**config.mk**
```make
export PLATFORM = sky130hd
export DESIGN_NAME = range_edge_gap_classifier_core_flat
export DESIGN_NICKNAME = d
export VERILOG_FILES = /design/src/rtl/rgc_pkg.sv /design/src/rtl/rgc_in_if.sv /design/src/rtl/rgc_out_if.sv /design/src/rtl/rgc_cfg_regs.sv /design/src/rtl/rgc_classifier.sv /design/src/rtl/rgc_result_queue.sv /design/src/rtl/range_edge_gap_classifier_core.sv /design/src/flat_wrapper.sv
export SDC_FILE = /design/constraint.sdc
export NUM_CORES = 1
export LEC_CHECK = 0
export ABC_AREA = 0
export BUFFER_PORTS_ARGS = -buffer_cell sky130_fd_sc_hd__buf_2
export CAP_MARGIN = 25
export CORE_MARGIN = 2
export CORE_UTILIZATION = 52
export CTS_BUF_LIST = sky130_fd_sc_hd__clkbuf_8
export DETAILED_ROUTE_END_ITERATION = 8
export PLACE_DENSITY = 0.79
export SLEW_MARGIN = 20
export SYNTH_ARGS = -nofsm -noshare
export SYNTH_HDL_FRONTEND = slang
export SYNTH_SLANG_ARGS = --single-unit
```
**constraint.sdc**
```tcl
create_clock -name clk -period 13.36 [get_ports clk]
set_clock_uncertainty 0.05 [all_clocks]
set_input_delay 4.008 -clock clk [delete_from_list [all_inputs] [get_ports clk]]
set_output_delay 4.008 -clock clk [all_outputs]
set_load 0.05 [all_outputs]
```
**src/rtl/rgc_pkg.sv**
```systemverilog
// ----------------------------------------------------------------------------
// Range edge gap classifier: package
// Widths, register map, reset values and shared types.
// ----------------------------------------------------------------------------
package rgc_pkg;

	localparam int RANGE_W     = 16;
	localparam int INDEX_W     = 12;
	localparam int KIND_W      = 2;
	localparam int SCAN_POINTS = 512;

	// register map
	localparam int REG_INDEX_W = 3;
	localparam logic [REG_INDEX_W-1:0] REG_FREE_LEVEL = 3'd0;
	localparam logic [REG_INDEX_W-1:0] REG_NEAR_LIMIT = 3'd1;
	localparam logic [REG_INDEX_W-1:0] REG_SMALL_STEP = 3'd2;
	localparam logic [REG_INDEX_W-1:0] REG_BIG_STEP   = 3'd3;

	localparam logic [RANGE_W-1:0] FREE_LEVEL_RST = 16'd2810;
	localparam logic [RANGE_W-1:0] NEAR_LIMIT_RST = 16'd2720;
	localparam logic [RANGE_W-1:0] SMALL_STEP_RST = 16'd50;
	localparam logic [RANGE_W-1:0] BIG_STEP_RST   = 16'd200;

	// result queue
	localparam int QUEUE_DEPTH = 4;
	localparam int QPTR_W      = 2;
	localparam int QCNT_W      = 3;

	typedef enum logic [KIND_W-1:0] {
		GAP_LEFT    = 2'd0,
		GAP_CENTRAL = 2'd1,
		GAP_RIGHT   = 2'd2
	} gap_kind_t;

	typedef struct packed {
		logic [RANGE_W-1:0] free_level;
		logic [RANGE_W-1:0] near_limit;
		logic [RANGE_W-1:0] small_step;
		logic [RANGE_W-1:0] big_step;
	} cfg_t;

	typedef struct packed {
		gap_kind_t          kind;
		logic [INDEX_W-1:0] left_index;
		logic [RANGE_W-1:0] left_range;
		logic [INDEX_W-1:0] right_index;
		logic [RANGE_W-1:0] right_range;
		logic               last_of_run;
	} result_t;

	// results produced by one sample: count is 0, 1 or 2
	typedef struct packed {
		logic [1:0] count;
		result_t    r0;
		result_t    r1;
	} push_t;

endpackage

```
**src/rtl/rgc_in_if.sv**
```systemverilog
// ----------------------------------------------------------------------------
// Range edge gap classifier: sample channel
// Valid/ready channel carrying one range sample per word.
// ----------------------------------------------------------------------------
interface rgc_in_if;
	logic                        valid;
	logic                        ready;
	logic [rgc_pkg::RANGE_W-1:0] range_mm;
	logic                        scan_start;

	modport source (output valid, output range_mm, output scan_start, input ready);
	modport sink   (input valid, input range_mm, input scan_start, output ready);
endinterface

```
**src/rtl/rgc_out_if.sv**
```systemverilog
// ----------------------------------------------------------------------------
// Range edge gap classifier: gap channel
// Valid/ready channel carrying one gap report per word.
// ----------------------------------------------------------------------------
interface rgc_out_if;
	logic                        valid;
	logic                        ready;
	logic [rgc_pkg::KIND_W-1:0]  gap_kind;
	logic [rgc_pkg::INDEX_W-1:0] left_index;
	logic [rgc_pkg::RANGE_W-1:0] left_range_mm;
	logic [rgc_pkg::INDEX_W-1:0] right_index;
	logic [rgc_pkg::RANGE_W-1:0] right_range_mm;
	logic                        last_of_run;

	modport source (output valid, output gap_kind, output left_index, output left_range_mm,
		output right_index, output right_range_mm, output last_of_run, input ready);
	modport sink   (input valid, input gap_kind, input left_index, input left_range_mm,
		input right_index, input right_range_mm, input last_of_run, output ready);
endinterface

```
**src/rtl/rgc_cfg_regs.sv**
```systemverilog
// ----------------------------------------------------------------------------
// Range edge gap classifier: configuration registers
// Four 16-bit thresholds written through a plain write port.
// ----------------------------------------------------------------------------
module rgc_cfg_regs (
	input  logic                            clk,
	input  logic                            arst_n,
	input  logic                            cfg_wr_en,
	input  logic [rgc_pkg::REG_INDEX_W-1:0] cfg_wr_index,
	input  logic [rgc_pkg::RANGE_W-1:0]     cfg_wr_data,
	output rgc_pkg::cfg_t                   cfg
);

	rgc_pkg::cfg_t cfg_q;

	always_ff @(posedge clk or negedge arst_n) begin
		if (!arst_n) begin
			cfg_q.free_level <= rgc_pkg::FREE_LEVEL_RST;
			cfg_q.near_limit <= rgc_pkg::NEAR_LIMIT_RST;
			cfg_q.small_step <= rgc_pkg::SMALL_STEP_RST;
			cfg_q.big_step   <= rgc_pkg::BIG_STEP_RST;
		end else if (cfg_wr_en) begin
			case (cfg_wr_index)
				rgc_pkg::REG_FREE_LEVEL: cfg_q.free_level <= cfg_wr_data;
				rgc_pkg::REG_NEAR_LIMIT: cfg_q.near_limit <= cfg_wr_data;
				rgc_pkg::REG_SMALL_STEP: cfg_q.small_step <= cfg_wr_data;
				rgc_pkg::REG_BIG_STEP:   cfg_q.big_step   <= cfg_wr_data;
				default: ;
			endcase
		end
	end

	assign cfg = cfg_q;

endmodule

```
**src/rtl/rgc_classifier.sv**
```systemverilog
// ----------------------------------------------------------------------------
// Range edge gap classifier: edge classification
// Input register, scan state and the edge rules for one sample.
// ----------------------------------------------------------------------------
module rgc_classifier (
	input  logic                        clk,
	input  logic                        arst_n,
	input  rgc_pkg::cfg_t               cfg,
	input  logic                        in_valid,
	output logic                        in_ready,
	input  logic [rgc_pkg::RANGE_W-1:0] in_range_mm,
	input  logic                        in_scan_start,
	input  logic                        space_ok,
	output rgc_pkg::push_t              push
);

	localparam int IW = rgc_pkg::INDEX_W;
	localparam int RW = rgc_pkg::RANGE_W;
	localparam logic [IW:0] IDX_LIMIT = (IW+1)'(rgc_pkg::SCAN_POINTS);

	logic          valid_s1;
	logic [RW-1:0] range_s1;
	logic          start_s1;

	logic [RW-1:0] prev_range_q;
	logic [IW-1:0] beam_index_q;
	logic          run_open_q;
	logic [IW-1:0] run_start_index_q;
	logic [RW-1:0] run_start_range_q;

	logic          adv;
	logic [IW-1:0] idx_raw, idx, idx_prev, beam_next;
	logic [IW:0]   idx_inc;
	logic signed [RW+1:0] diff, small_s, big_s;
	logic          first_beam;
	logic          rise_small, rise_big, fall_small, fall_big;
	logic          open_run, emit_left, emit_central, emit_right;
	rgc_pkg::result_t res_first, res_right;

	assign adv      = valid_s1 && space_ok;
	assign in_ready = !valid_s1 || space_ok;

	always_ff @(posedge clk or negedge arst_n) begin
		if (!arst_n) begin
			valid_s1 <= 1'b0;
		end else if (in_ready) begin
			valid_s1 <= in_valid;
		end
	end

	always_ff @(posedge clk) begin
		if (in_ready && in_valid) begin
			range_s1 <= in_range_mm;
			start_s1 <= in_scan_start;
		end
	end

	always_comb begin
		idx_raw    = start_s1 ? '0 : beam_index_q;
		idx        = ({1'b0, idx_raw} >= IDX_LIMIT) ? '0 : idx_raw;
		first_beam = (idx == '0);
		idx_prev   = idx - IW'(1);
		idx_inc    = {1'b0, idx} + (IW+1)'(1);
		beam_next  = (idx_inc >= IDX_LIMIT) ? '0 : idx_inc[IW-1:0];

		diff    = $signed({2'b00, range_s1}) - $signed({2'b00, prev_range_q});
		small_s = $signed({2'b00, cfg.small_step});
		big_s   = $signed({2'b00, cfg.big_step});

		rise_small = diff > small_s;
		rise_big   = diff > big_s;
		fall_small = diff < -small_s;
		fall_big   = -diff > big_s;

		// a left gap is only taken from a rise that already counts as an edge
		open_run     = !first_beam && rise_small && (range_s1 > cfg.free_level);
		emit_left    = !first_beam && rise_small && rise_big;
		emit_central = !first_beam && fall_small && run_open_q
			&& (prev_range_q > cfg.free_level);
		emit_right   = !first_beam && fall_big && (prev_range_q < cfg.near_limit)
			&& (idx > IW'(1));
	end

	// left and central gaps never coincide, a right gap only pairs with a central one
	always_comb begin
		res_first.kind        = emit_central ? rgc_pkg::GAP_CENTRAL :
			(emit_left ? rgc_pkg::GAP_LEFT : rgc_pkg::GAP_RIGHT);
		res_first.left_index  = emit_central ? run_start_index_q : idx_prev;
		res_first.left_range  = emit_central ? run_start_range_q : prev_range_q;
		res_first.right_index = idx;
		res_first.right_range = range_s1;
		res_first.last_of_run = !(emit_central && emit_right);

		res_right.kind        = rgc_pkg::GAP_RIGHT;
		res_right.left_index  = idx_prev;
		res_right.left_range  = prev_range_q;
		res_right.right_index = idx;
		res_right.right_range = range_s1;
		res_right.last_of_run = 1'b1;

		push.r0    = res_first;
		push.r1    = res_right;
		push.count = adv ? (2'({1'b0, emit_left}) + 2'({1'b0, emit_central})
			+ 2'({1'b0, emit_right})) : 2'd0;
	end

	always_ff @(posedge clk or negedge arst_n) begin
		if (!arst_n) begin
			prev_range_q      <= '0;
			beam_index_q      <= '0;
			run_open_q        <= 1'b0;
			run_start_index_q <= '0;
			run_start_range_q <= '0;
		end else if (adv) begin
			prev_range_q <= range_s1;
			beam_index_q <= beam_next;
			if (first_beam || emit_central) begin
				run_open_q <= 1'b0;
			end else if (open_run) begin
				run_open_q        <= 1'b1;
				run_start_index_q <= idx_prev;
				run_start_range_q <= prev_range_q;
			end
		end
	end

endmodule

```
**src/rtl/rgc_result_queue.sv**
```systemverilog
// ----------------------------------------------------------------------------
// Range edge gap classifier: result queue
// Four-word queue, up to two words written and one read per cycle.
// ----------------------------------------------------------------------------
module rgc_result_queue (
	input  logic             clk,
	input  logic             arst_n,
	input  rgc_pkg::push_t   push,
	output logic             space_ok,
	output logic             out_valid,
	input  logic             out_ready,
	output rgc_pkg::result_t out_word
);

	localparam int PW = rgc_pkg::QPTR_W;
	localparam int CW = rgc_pkg::QCNT_W;

	rgc_pkg::result_t fifo_q [rgc_pkg::QUEUE_DEPTH];
	logic [PW-1:0] wr_ptr_q, rd_ptr_q;
	logic [CW-1:0] count_q;
	logic          pop;

	// room for two words whatever the reader does this cycle
	assign space_ok  = count_q <= CW'(rgc_pkg::QUEUE_DEPTH - 2);
	assign out_valid = (count_q != '0);
	assign out_word  = fifo_q[rd_ptr_q];
	assign pop       = out_valid && out_ready;

	always_ff @(posedge clk) begin
		if (push.count != 2'd0) begin
			fifo_q[wr_ptr_q] <= push.r0;
		end
		if (push.count == 2'd2) begin
			fifo_q[wr_ptr_q + PW'(1)] <= push.r1;
		end
	end

	always_ff @(posedge clk or negedge arst_n) begin
		if (!arst_n) begin
			wr_ptr_q <= '0;
			rd_ptr_q <= '0;
			count_q  <= '0;
		end else begin
			wr_ptr_q <= wr_ptr_q + PW'(push.count);
			if (pop) begin
				rd_ptr_q <= rd_ptr_q + PW'(1);
			end
			count_q <= count_q + CW'(push.count) - CW'(pop);
		end
	end

endmodule

```
**src/rtl/range_edge_gap_classifier_core.sv**
```systemverilog
// ----------------------------------------------------------------------------
// Range edge gap classifier core
// Classifies a stream of laser range samples into left, central and right gaps.
// ----------------------------------------------------------------------------
// Usage:
//  samples : one beam range (mm) per word, scan_start marks beam 0 of a scan.
//  gaps    : zero, one or two gap reports per sample, last_of_run set on the
//            final report of each sample; a central gap precedes a right gap.
//  cfg     : write-only thresholds, written while the block is idle;
//            indices above three are ignored.
// Path: a sample's first report passes through the input register, then the
//  four-word result queue, before it is offered on the gap channel.
// Throughput: one sample per cycle while the gap receiver keeps up; the queue
//  drains one report per cycle, so samples yielding two reports slow intake.
// Stall: a stalled receiver holds the queue head; intake stops once the queue
//  cannot take two more words, and nothing is dropped.
// Reset: thresholds return to their defaults, beam index, previous range and
//  the open run clear, the queue empties.
// ----------------------------------------------------------------------------
module range_edge_gap_classifier_core (
	input  logic                            clk,
	input  logic                            arst_n,
	input  logic                            cfg_wr_en,
	input  logic [rgc_pkg::REG_INDEX_W-1:0] cfg_wr_index,
	input  logic [rgc_pkg::RANGE_W-1:0]     cfg_wr_data,
	rgc_in_if.sink                          samples,
	rgc_out_if.source                       gaps
);

	rgc_pkg::cfg_t    cfg;
	rgc_pkg::push_t   push;
	rgc_pkg::result_t head;
	logic             space_ok;

	rgc_cfg_regs u_cfg (
		.clk          (clk),
		.arst_n       (arst_n),
		.cfg_wr_en    (cfg_wr_en),
		.cfg_wr_index (cfg_wr_index),
		.cfg_wr_data  (cfg_wr_data),
		.cfg          (cfg)
	);

	rgc_classifier u_cls (
		.clk           (clk),
		.arst_n        (arst_n),
		.cfg           (cfg),
		.in_valid      (samples.valid),
		.in_ready      (samples.ready),
		.in_range_mm   (samples.range_mm),
		.in_scan_start (samples.scan_start),
		.space_ok      (space_ok),
		.push          (push)
	);

	rgc_result_queue u_queue (
		.clk       (clk),
		.arst_n    (arst_n),
		.push      (push),
		.space_ok  (space_ok),
		.out_valid (gaps.valid),
		.out_ready (gaps.ready),
		.out_word  (head)
	);

	assign gaps.gap_kind       = head.kind;
	assign gaps.left_index     = head.left_index;
	assign gaps.left_range_mm  = head.left_range;
	assign gaps.right_index    = head.right_index;
	assign gaps.right_range_mm = head.right_range;
	assign gaps.last_of_run    = head.last_of_run;

endmodule

```
**src/flat_wrapper.sv**
```systemverilog
// flat-port wrapper written by rule: the top's interface ports become plain ports
module range_edge_gap_classifier_core_flat 
  (clk, arst_n, cfg_wr_en, cfg_wr_index, cfg_wr_data, samples_valid, samples_range_mm, samples_scan_start, samples_ready, gaps_valid, gaps_gap_kind, gaps_left_index, gaps_left_range_mm, gaps_right_index, gaps_right_range_mm, gaps_last_of_run, gaps_ready);
  rgc_in_if samples_i ();
  rgc_out_if gaps_i ();
  input  logic clk;
  input  logic arst_n;
  input  logic cfg_wr_en;
  input  logic [rgc_pkg::REG_INDEX_W-1:0] cfg_wr_index;
  input  logic [rgc_pkg::RANGE_W-1:0] cfg_wr_data;
  input wire logic [$bits(samples_i.valid)-1:0] samples_valid;
  input wire logic [$bits(samples_i.range_mm)-1:0] samples_range_mm;
  input wire logic [$bits(samples_i.scan_start)-1:0] samples_scan_start;
  output wire logic [$bits(samples_i.ready)-1:0] samples_ready;
  output wire logic [$bits(gaps_i.valid)-1:0] gaps_valid;
  output wire logic [$bits(gaps_i.gap_kind)-1:0] gaps_gap_kind;
  output wire logic [$bits(gaps_i.left_index)-1:0] gaps_left_index;
  output wire logic [$bits(gaps_i.left_range_mm)-1:0] gaps_left_range_mm;
  output wire logic [$bits(gaps_i.right_index)-1:0] gaps_right_index;
  output wire logic [$bits(gaps_i.right_range_mm)-1:0] gaps_right_range_mm;
  output wire logic [$bits(gaps_i.last_of_run)-1:0] gaps_last_of_run;
  input wire logic [$bits(gaps_i.ready)-1:0] gaps_ready;
  assign samples_i.valid = samples_valid;
  assign samples_i.range_mm = samples_range_mm;
  assign samples_i.scan_start = samples_scan_start;
  assign samples_ready = samples_i.ready;
  assign gaps_valid = gaps_i.valid;
  assign gaps_gap_kind = gaps_i.gap_kind;
  assign gaps_left_index = gaps_i.left_index;
  assign gaps_left_range_mm = gaps_i.left_range_mm;
  assign gaps_right_index = gaps_i.right_index;
  assign gaps_right_range_mm = gaps_i.right_range_mm;
  assign gaps_last_of_run = gaps_i.last_of_run;
  assign gaps_i.ready = gaps_ready;
  range_edge_gap_classifier_core u_core (.clk(clk), .arst_n(arst_n), .cfg_wr_en(cfg_wr_en), .cfg_wr_index(cfg_wr_index), .cfg_wr_data(cfg_wr_data), .samples(samples_i), .gaps(gaps_i));
endmodule
```
==> impl_results.md, run 1 <==
- Fin crit period: 8.27 ns
- Setup TNS: 0 ns
- Sequential Power Share: 0.309
- CTS root buf: clkbuf_8
- Synth Area in Simple Gates: 0.112
- Fin nets: 1972
- First-pass GRT wire length: 80.3 mm
- Mux cell area share after synthesis: 0.0956
- Kind of critical path: flop to flop
- PortBufs: 101
- Storage element area: 10700 µm²
- # DRC: 0
- Adder-Cell Fraction of Synth Area: 0.0864
- Compound-Gate Fraction of Synth Area: 0.124
- Power share of the combinational group: 0.495
- Fraction of synthesized cell area in xor and xnor cells: 0.0186
- Average vias per placed instance: 6.07
- GPL Wtd Cong: 0.935
- Internal power: 3010 µW
- WP data required: 13.59 ns
- Total CTS buffers: 60
- Main combinational cell family by area after synthesis: compound AO/OA/AOI/OAI gates
- Setup Buffers After CTS: 0
- Die X-Extent: 201 µm
- Worst-path clk slew: 0.06 ns
- Number of synthesized register bits: 382
- Sw Pwr: 2390 µW
- Main synth FF type: edfxtp_1
- Status: finished clean
- Fmax: 0.121 GHz
- Max Slew Vio Count: 0
- GRT Total Usage: 0.257
- WL per Instance: 22.0 µm
- Final WL: 52.0 mm
- Area fraction of the dominant cell type after synthesis: 0.358
- Synth cell types: 74
- Via count: 14346
- Asr flop ratio synth: 0.338
- Core area: 38600 µm²
- Worst-Margin Slew: 0.932 ns
- Die footprint: 40500 µm²
- Peak VDD IR: 0.157 mV
- Leak: 0.00925 µW
- PnR worst setup slack: 5.09 ns
- Die Ht: 201 µm
- Area contributors post-synth: edfxtp_1, dfrtp_1, ha_1
- Starting Density: 0.524
- Worst-Skew Late Latency: 0.67 ns
- CTS tree: built
- Critical-path maximum fanout: 37
- Post-CTS Hold Buffers: 0
- Sw Ratio: 0.442
- Synth warn: 0
- Vias in the first global route: 14378
- Starting DRC count in detailed routing: 1153
- Grt ovf: 0
- Clock tree sinks: 382
- Startpoint types: flop
- HPWL Detailed: 36.6 mm
- Fillers: 3138
- MaxCap Viol Count: 0
- Normalized max-slew margin: 0.379
- Final Cycle Share: 0.619
- PD cells: 237 nW/µm²
- Post-synth top area cell: edfxtp_1
- IO Pins: 102
- PostCTS Resize Cnt: 0
- Mapped Area: 20200 µm²
- Post-route ant nets: 0
- Crit path DAT: 8.50 ns
- Area Growth Syn to Fin: 12.4%
- Crit end category: flop
- Synth Area per Inst: 12.2 µm²
- Antenna cells: 0
- Setup-failing EPs final: 0
- Final hold violation count: 0
- Seq/Total Area, Yosys: 0.531
- Max clock buf depth: 3
- Hold Crit Class: flop to flop
- Setup WS pre-CTS: 5.26 ns
- Mapped Cells: 1662
- RSZ-0062 raised after global routing: false
- Layout cells sized above 1: 0.191
- Largest net degree at the start of global routing: 64
- H-Tree Depth: 2
- Std cell rows: 72
- Multi-input logic area: 8910 µm²
- Clk pwr share: 0.196
- EDFF count, synth: 241
- Antenna violations before repair: 0
- DRT Pass-1 Iters: 6
-- cell type report --
class	instances	share of cell area
clock buffer	74	0.0448
multi-input combinational	1117	0.392
timing repair buffer	131	0.0328
inverter	102	0.0168
clock inverter	39	0.0127
sequential	382	0.472
tap	518	0.0285
-- synth_stat cells (all sizes together) (3+ instances only) --
master,n
dfrtp,111
inv,102
nand2,132
nor3b,3
o41ai,4
nand4,22
nor2,82
or4,3
xnor2,32
nand3,28
dfxtp,12
and3,5
mux2,47
or3,11
edfxtp,241
nor4,16
dfstp,18
xor2,11
o21ai,110
mux4,59
fa,3
o211ai,6
mux2i,7
a41oi,4
nor4b,3
and2,62
buf,15
nand2b,10
nor2b,32
and4,5
o21a,7
nor3,22
a22o,105
ha,134
a21oi,65
clkbuf,57
a32o,3
a21o,29
a211oi,8
o31ai,7
-- cell families after synthesis --
kind of cell | count (synthesis)
AND/OR/NAND/NOR | 443
flip-flops | 382
AO/OA/AOI/OAI | 368
buffers and inverters | 174
adder cells (fa/ha/maj) | 138
multiplexers | 113
XOR/XNOR | 43
other | 1
-- through the flow --
step / power, µW / hold WS (ns) / cells / area [µm²] / utilization
final: 5400 / 0.416 / 2363 / 22700 / 0.589
after global routing: 5730 / 0.437 / 2363 / 22700 / 0.589
after CTS: 5400 / 0.417 / 2362 / 22700 / 0.589
after detailed placement: 4330 / 0.409 / 2249 / 21400 / 0.555
after global placement: 4270 / 0.397 / 2248 / 21400 / 0.555
after floorplan: 3590 / 0.383 / 1673 / 20300 / -
-- path summary, 6_finish.rpt --
path                                                            from                                             end  slack, ns  cells after the start
max reg2reg                 u_core.u_cls.prev_range_q[2]$_DFFE_PN0P_          u_core.u_queue.fifo_q[0][15]$_DFFE_PP_       5.09                     27
min                        u_core.u_queue.fifo_q[0][57]$_SDFFE_PP0N_       u_core.u_queue.fifo_q[0][57]$_SDFFE_PP0N_       0.42                      2
max                         u_core.u_cls.prev_range_q[2]$_DFFE_PN0P_          u_core.u_queue.fifo_q[0][15]$_DFFE_PP_       5.09                     27
min in group asynchronous                                     arst_n                u_core.u_cfg.cfg[24]$_DFFE_PN0P_       3.14                      1
max in group asynchronous                                     arst_n  u_core.u_cls.run_start_range_q[13]$_DFFE_PN0P_       8.33                      3
min reg2reg                u_core.u_queue.fifo_q[0][57]$_SDFFE_PP0N_       u_core.u_queue.fifo_q[0][57]$_SDFFE_PP0N_       0.42                      2
-- sequential cells by signal, indices dropped and copies added, names as in the netlist --
register and count:
u_core.u_cfg.cfg 64, u_core.u_cls.beam_index_q 12, u_core.u_cls.prev_range_q 16, u_core.u_cls.range_s1 16, u_core.u_cls.run_open_q 1, u_core.u_cls.run_start_index_q 12
u_core.u_cls.run_start_range_q 16, u_core.u_cls.start_s1 1, u_core.u_cls.valid_s1 1, u_core.u_queue.count_q 3, u_core.u_queue.fifo_q 236, u_core.u_queue.rd_ptr_q 2
u_core.u_queue.wr_ptr_q 2
-- critical path, cell delays in order, from the launching register on --
cell and delay [ns]:
dfrtp_1 0.51, inv_1 0.11, ha_1 0.36, nor2b_1 0.16, a221oi_1 0.30, xnor2_1 0.29, or3_1 0.47, nor4_1 0.63
nand2_1 0.19, nor3_1 0.22, xnor2_1 0.10, ha_1 0.29, nand4_1 0.11, nor2_1 0.16, o21ai_0 0.11, a21oi_1 0.25
nor2_1 0.08, o22ai_1 0.52, inv_1 0.12, fa_1 0.42, nor2_1 0.44, inv_1 0.18, nand2_1 0.20, and2_1 0.21
nor2_1 0.05, buf_4 0.20, inv_2 0.59, buf_4 0.56
-- power by group through the flow --
stage	Sequential, µW	Clock (µW)	Combinational [µW]
after detailed placement	1680	0	2650
after floorplan	1570	0	2020
after global routing	1690	1120	2920
after CTS	1660	1070	2660
after global placement	1670	0	2600
final	1670	1060	2670
-- placed cells by master (no fill, tap or decap), types with 14 or more instances in the layout --
master	instances
a21o_1	29
a21oi_1	65
a22o_1	105
and2_1	61
buf_2	100
buf_4	29
clkbuf_8	74
dfrtp_1	109
dfstp_2	18
edfxtp_1	241
ha_1	134
inv_1	111
mux2_1	17
mux2_2	29
mux4_2	59
nand2_1	131
nand3_1	27
nand4_1	22
nor2_1	77
nor2b_1	32
nor3_1	22
nor4_1	14
o21ai_0	105
xnor2_1	32
-- routing by layer --
| layer | share of wire | track usage | up-vias |
|---|---|---|---|
| met3 | 0.070 | 0.0368 | 139 |
| li1 | - | - | 6510 |
| met2 | 0.50 | 0.444 | 614 |
| met4 | 0.044 | 0.122 | 0 |
| met1 | 0.39 | 0.321 | 7083 |
| met5 | 0 | 0 | - |
(Power assumes the default switching activity.)
==> run 2, diff against run 1 <==
ABC_AREA = 1   (was 0)
PLACE_DENSITY = 0.82   (was 0.79)
clock period = 7.1 ns   (was 13.36 ns; I/O delays follow)
==> run 2 against run 1 <==
Via count up 24%. Highest routed layer unchanged. Setup slack worse by 4.4 ns. Register-to-register slack worse by 4.4 ns.
==> impl_results.md, run 2 <==
- Main synth FF type: edfxtp_1
- Max clock buf depth: 3 (unchanged)
- Layout cells sized above 1: 0.113 (-0.0781)
- Crit path DAT: 6.71 ns (-1.79 ns)
- Largest Register: u_core.u_queue.fifo_q
- Crit end category: flop
- Die Ht: 206 µm (+2.1%)
- Most frequent cells in the layout: nand2_1, nor2_1, o21ai_0, inv_1, edfxtp_1
- Starting Density: 0.529 (+0.00461)
- Area fraction of the dominant cell type after synthesis: 0.343 (-0.0152)
- Mapped Area: 21100 µm² (+4.4%)
- Grt ovf: 0 (unchanged)
- Fin nets: 2738 (+39%)
- WP data required: 7.39 ns (-6.20 ns)
- First-pass GRT wire length: 91.7 mm (+14%)
- DRT Pass-1 Iters: 7 (+1)
- Number of buffers and inverters on the critical path: 3 (-3)
- Kind of critical path: flop to flop
- Normalized max-slew margin: 0.373 (-0.00556)
- Peak VDD IR: 0.315 mV (+100%)
- Fmax: 0.156 GHz (+29%)
- Seq/Total Area, Yosys: 0.508 (-0.0225)
- Post-route ant nets: 0 (unchanged)
- Synth Area per Inst: 8.62 µm² (-29%)
- Mapped Cells: 2449 (+47%)
- GRT Total Usage: 0.282 (+0.0246)
- Post-CTS Hold Buffers: 0 (unchanged)
- IO Pins: 102 (unchanged)
- R2r startpoint: u_core.u_cls.prev_range_q[6]$_DFFE_PN0P_
- Die X-Extent: 206 µm (+2.1%)
- Worst hold start: u_core.u_cls.run_start_range_q[6]$_DFFE_PN0P_
- Crit path largest cell delay: 0.60 ns (-0.03 ns)
- CTS tree: built
- Number of synthesized register bits: 382 (unchanged)
- Setup TNS: 0 ns (unchanged)
- Commonest non-fill, non-tap cell in the layout: nand2_1
- Critical Path Source: u_core.u_cls.prev_range_q[6]$_DFFE_PN0P_
- Core area: 39900 µm² (+3.5%)
- Area Growth Syn to Fin: 11.2%
- Die footprint: 42200 µm² (+4.3%)
- WL per Instance: 18.8 µm (-15%)
- Clock tree sinks: 382 (unchanged)
- Starting DRC count in detailed routing: 1855 (+61%)
- Average vias per placed instance: 5.70 (-6.2%)
- PortBufs: 101 (unchanged)
- PD cells: 465 nW/µm² (+96%)
- Critical-path maximum fanout: 25 (-32%)
- Most common cell in the netlist: nand2_1
- Setup-failing EPs final: 0 (unchanged)
- Largest net degree at the start of global routing: 75 (+17%)
- Worst-Margin Slew: 0.938 ns (+0.00572 ns)
- Hold Crit Class: flop to flop
- PostCTS Resize Cnt: 0 (unchanged)
- EDFF count, synth: 241 (unchanged)
- Std cell rows: 73 (+1.4%)
- Fin crit period: 6.42 ns (-1.85 ns)
- Asr flop ratio synth: 0.338 (unchanged)
- Post-synth top area cell: edfxtp_1
- CTS root buf: clkbuf_8
- Leak: 0.0104 µW (+13%)
- GPL Wtd Cong: 0.986 (+5.4%)
- Area contributors post-synth: edfxtp_1, dfrtp_1, nand2_1
- HPWL Detailed: 40.9 mm (+12%)
- Max Slew Vio Count: 0 (unchanged)
- Number of flip-flops in the largest register: 236 (unchanged)
- Antenna violations before repair: 1 (+1)
- Crit-path slowest cell: dfrtp_1
- Via count: 17856 (+24%)
- Antenna cells: 0 (unchanged)
- Final WL: 58.8 mm (+13%)
- Total Power Consumption: 10900 µW (+100%)
- RSZ-0062 raised after global routing: false
- Most frequent cell on the critical path: nand2_1
- Final Cycle Share: 0.905 (+0.285)
- Synth warn: 0 (unchanged)
- Vias in the first global route: 17417 (+21%)
- H-Tree Depth: 3 (+1)
- # DRC: 0 (unchanged)
- Status: finished clean
- Most frequent cells after synthesis: nand2_1, nor2_1, o21ai_0
- Final hold violation count: 0 (unchanged)
- Total CTS buffers: 66 (+10%)
- Worst-path clk slew: 0.06 ns (about the same)
- Startpoint types: flop
- Synth cell types: 52 (-30%)
- Setup Buffers After CTS: 0 (unchanged)
- Worst-Skew Late Latency: 0.65 ns (-0.02 ns)
- MaxCap Viol Count: 0 (unchanged)
- Top Family by Delay on Critical Path: simple AND/OR/NAND/NOR gates
[run 2: cell types whose count changed after synthesis, moves of 27 or more]
cell and change:
mux4_2 -59, o21ai_0 +204, a21o_1 -28, inv_1 +171
and2_1 -59, mux2_2 -29, o21ai_1 +40, nand2_1 +428
xnor2_1 -27, nor2_1 +238, o22ai_1 +60, nor2b_1 -32
nand3_1 +31, a22o_1 -105
[run 2: kinds of logic (layout without fill, tap and decap cells)]
logic type / Yosys count / in the layout / synth area share
xor+xnor: 37 / 37 / 0.0153
simple gates: 1009 / 1009 / 0.195
other cells: 1 / 12 / 0.000178
fa+ha+maj: 137 / 137 / 0.0823
buf+inv: 374 / 524 / 0.0689
compound gates: 509 / 509 / 0.130
flops: 382 / 382 / 0.508
[run 2: final timing paths]
check / to / slack, ns / cells after the start
hold / removal: u_core.u_cls.run_start_range_q[6]$_DFFE_PN0P_ / 0.43 / 2
setup reg to reg: u_core.u_queue.fifo_q[2][17]$_DFFE_PP_ / 0.68 / 30
setup / recovery: u_core.u_queue.fifo_q[2][17]$_DFFE_PP_ / 0.68 / 30
max in group asynchronous: u_core.u_cfg.cfg[35]$_DFFE_PN0P_ / 3.94 / 2
hold reg to reg: u_core.u_cls.run_start_range_q[6]$_DFFE_PN0P_ / 0.43 / 2
min in group asynchronous: u_core.u_queue.rd_ptr_q[1]$_DFFE_PN0P_ / 1.54 / 1
[run 2: report_power, final]
part	internal, µW	leakage [µW]	switching, µW
registers	2750	0.00382	358
clock network	1100	0.000752	956
logic	1650	0.00586	4110
total	5500	0.0104	5430
[run 2: layout make-up]
class	count	area, µm²
fillers	3427	16400
flip-flops and latches	382	10700
multi-input cells	1704	9000
inverters	280	1050
clock buffers	72	991
repair buffers	126	703
well taps	525	657
clock inverters	46	352
[run 2: metrics by stage]
stage / setup slack, ns / instance area, µm² / hold WS, ns / util / cells
floorplan: 0.815 / 21200 / 0.385 / - / 2460
detailed placement: 0.771 / 22100 / 0.404 / 0.554 / 3017
global placement: 1.06 / 22100 / 0.398 / 0.554 / 3016
global route: 0.189 / 23500 / 0.445 / 0.588 / 3135
CTS: 0.754 / 23500 / 0.423 / 0.588 / 3135
finish: 0.678 / 23500 / 0.425 / 0.588 / 3135
[run 2: per-layer routing]
metal / track usage / wire (µm)
met5: 0 / 0
met2: 0.474 / 28000
met1: 0.352 / 23000
met4: 0.143 / 2900
met3: 0.0469 / 4870
[run 2: tightest hold or removal path: stages (launching register included)]
cell     delay (ns)
dfrtp_1        0.33
nand2_1        0.05
nand2_1        0.06
==> run 3, diff against run 2 <==
--- a/config.mk
+++ b/config.mk
@@ -10,2 +10,3 @@
 export CAP_MARGIN = 25
+export CORE_ASPECT_RATIO = 1.2
 export CORE_MARGIN = 2
--- a/constraint.sdc
+++ b/constraint.sdc
@@ -4,2 +4,2 @@
 set_output_delay 2.13 -clock clk [all_outputs]
-set_load 0.05 [all_outputs]
+set_load 0.01 [all_outputs]
==> run 3 against run 2 <==
Die area barely moved. First-iteration DRC count shrank 17%. Non-clock buffer count unchanged. Setup slack better by 0.12 ns. Sequential power is essentially flat. Cell count about the same. Routed wire length fell by 2.2%. Critical path type unchanged. Worst hold slack got worse by 0.0055 ns.
==> impl_results.md, run 3 (same netlist as run 2, synthesis figures left out) <==
- # placed instances: 3022 (+0.17%)
- Worst-path clk slew: 0.06 ns (about the same)
- PD cells: 422 nW/µm² (-9.4%)
- Area Growth Syn to Fin: 10.7%
- Fin crit period: 6.31 ns (-0.116 ns)
- DRT Pass-1 Iters: 6 (-1)
- Die footprint: 42200 µm² (about the same)
- Max clock buf depth: 3 (unchanged)
- RSZ-0062 raised after global routing: false
- Number of flip-flops in the largest register: 236 (unchanged)
- Met3 Use GR: 0.0381 (-0.00881)
- Vias in the first global route: 17634 (+1.2%)
- Startpoint types: flop
- Die Ht: 225 µm (+9.4%)
- Top Usage Layer GRT: met2
- Most frequent cells in the layout: nand2_1, nor2_1, o21ai_0, inv_1, edfxtp_1
- Commonest non-fill, non-tap cell in the layout: nand2_1
- Util after Layout: 0.585 (-0.00298)
- Final hold violation count: 0 (unchanged)
- WL per Instance: 18.3 µm (-2.3%)
- Starting Density: 0.529 (about the same)
- WP data required: 7.40 ns (about the same)
- Normalized max-slew margin: 0.377 (+0.00399)
- Std cell rows: 80 (+9.6%)
- Crit path DAT: 6.61 ns (-0.10 ns)
- IO Pins: 102 (unchanged)
- Die X-Extent: 188 µm (-8.5%)
- Total CTS buffers: 59 (-11%)
- Kind of critical path: flop to flop
- Worst-Margin Slew: 0.933 ns (-0.00472 ns)
- Global routing usage on met2: 0.476 (+0.00208)
- Post-route ant nets: 0 (unchanged)
- Leak: 0.0104 µW (-0.62%)
- Peak VDD IR: 0.226 mV (-28%)
- R2R depth: 29 (-3.3%)
- Clock tree sinks: 382 (unchanged)
- Layout cells sized above 1: 0.110 (-0.00281)
- CTS tree: built
- Fmax: 0.159 GHz (+1.8%)
- Setup WS pre-CTS: 0.815 ns (+0.0437 ns)
- H-Tree Depth: 2 (-1)
- Final Cycle Share: 0.888 (-0.0163)
- CTS root buf: clkbuf_8
- Antenna cells: 0 (unchanged)
- Crit path largest cell delay: 0.53 ns (-0.07 ns)
- Largest net degree at the start of global routing: 107 (+43%)
- Setup TNS: 0 ns (unchanged)
- Final WL: 57.5 mm (-2.2%)
- Average vias per placed instance: 5.63 (-1.2%)
- Fillers: 3389 (-1.1%)
- Hold WS: 0.420 ns (-0.00549 ns)
- MaxCap Viol Count: 0 (unchanged)
- Via count: 17653 (-1.1%)
- Hold depth: 2 (unchanged)
- PnR worst setup slack: 0.794 ns (+0.116 ns)
- Most frequent cell on the critical path: nand2_1
- Status: finished clean
- Grt ovf: 0 (unchanged)
- Setup Buffers After CTS: 0 (unchanged)
- Antenna violations before repair: 0 (-1)
- Hold Crit Class: flop to flop
- # DRC: 0 (unchanged)
- Core area: 39900 µm² (about the same)
- Worst-Skew Late Latency: 0.64 ns (about the same)
- Multi-input logic area: 9000 µm² (about the same)
- HPWL Detailed: 40.1 mm (-1.9%)
- Fin nets: 2731 (-0.26%)
- PortBufs: 101 (unchanged)
- GRT Total Usage: 0.273 (-0.00947)
- Fin cells: 3137 (+0.064%)
- Max Slew Vio Count: 0 (unchanged)
- GPL Wtd Cong: 0.924 (-6.2%)
- Crit-path slowest cell: dfrtp_1
- Storage element area: 10700 µm² (unchanged)
- Crit end category: flop
- Largest Register: u_core.u_queue.fifo_q
- Met1 usage: 0.318 (-0.0334)
- Starting DRC count in detailed routing: 1537 (-17%)
- Setup-failing EPs final: 0 (unchanged)
- First-pass GRT wire length: 90.4 mm (-1.4%)
- Critical-path maximum fanout: 25 (unchanged)
run 3: cell types whose count changed in the layout (fill, tap and decap cells not counted), sizes merged:
cell / previous run / this run
clkbuf: 72 / 66
clkinvlp: 2 / 3
clkinv: 16 / 18
bufinv: 4 / 2
inv: 304 / 303
run 3: where the power goes:
group	internal (µW)	switching (µW)
clock network	930	888
logic	1660	3300
registers	2750	326
run 3: layer usage:
metal | vias up | wire (µm)
li1 | 8372 | -
met1 | 8243 | 21600
met2 | 848 | 27900
met3 | 190 | 4500
met4 | 0 | 3510
met5 | - | 0
run 3: layout make-up:
type,count,share of cell area
clock buffers,66,0.0389
clock inverters,46,0.0113
inverters,280,0.0450
multi-input cells,1704,0.385
flip-flops and latches,382,0.459
well taps,533,0.0285
repair buffers,126,0.0323
run 3: path summary, 6_finish.rpt:
kind	startpoint	slack [ns]	to
max	u_core.u_cls.prev_range_q[3]$_DFFE_PN0P_	0.79	u_core.u_queue.fifo_q[1][10]$_DFFE_PP_
min	u_core.u_cls.run_start_range_q[6]$_DFFE_PN0P_	0.42	u_core.u_cls.run_start_range_q[6]$_DFFE_PN0P_
max reg2reg	u_core.u_cls.prev_range_q[3]$_DFFE_PN0P_	0.79	u_core.u_queue.fifo_q[1][10]$_DFFE_PP_
min reg2reg	u_core.u_cls.run_start_range_q[6]$_DFFE_PN0P_	0.42	u_core.u_cls.run_start_range_q[6]$_DFFE_PN0P_
max in group asynchronous	arst_n	4.47	u_core.u_cls.beam_index_q[5]$_DFFE_PN0P_
min in group asynchronous	arst_n	1.39	u_core.u_cfg.cfg[40]$_DFFE_PN0P_
run 3: metrics by stage:
stage | instance area [µm²] | total power (µW)
finish | 23400 | 9860
global route | 23400 | 10600
CTS | 23300 | 9800
detailed placement | 22100 | 7980
global placement | 22100 | 7790
floorplan | 21200 | 6460
run 3: critical path, delay by kind of cell (launching register included):
| family | cells | cell delay (ns) |
|---|---|---|
| adder cells (fa/ha/maj) | 3 | 1.08 |
| buffers and inverters | 4 | 0.77 |
| flip-flops | 1 | 0.53 |
| XOR/XNOR | 1 | 0.33 |
| AND/OR/NAND/NOR | 21 | 3.27 |
run 3: repair_timing:
| item | in CTS | in global routing |
|---|---|---|
| hold buffers | 0 | 0 |
| resized for setup | 0 | 1 |
| setup endpoints to repair | 0 | 17 |
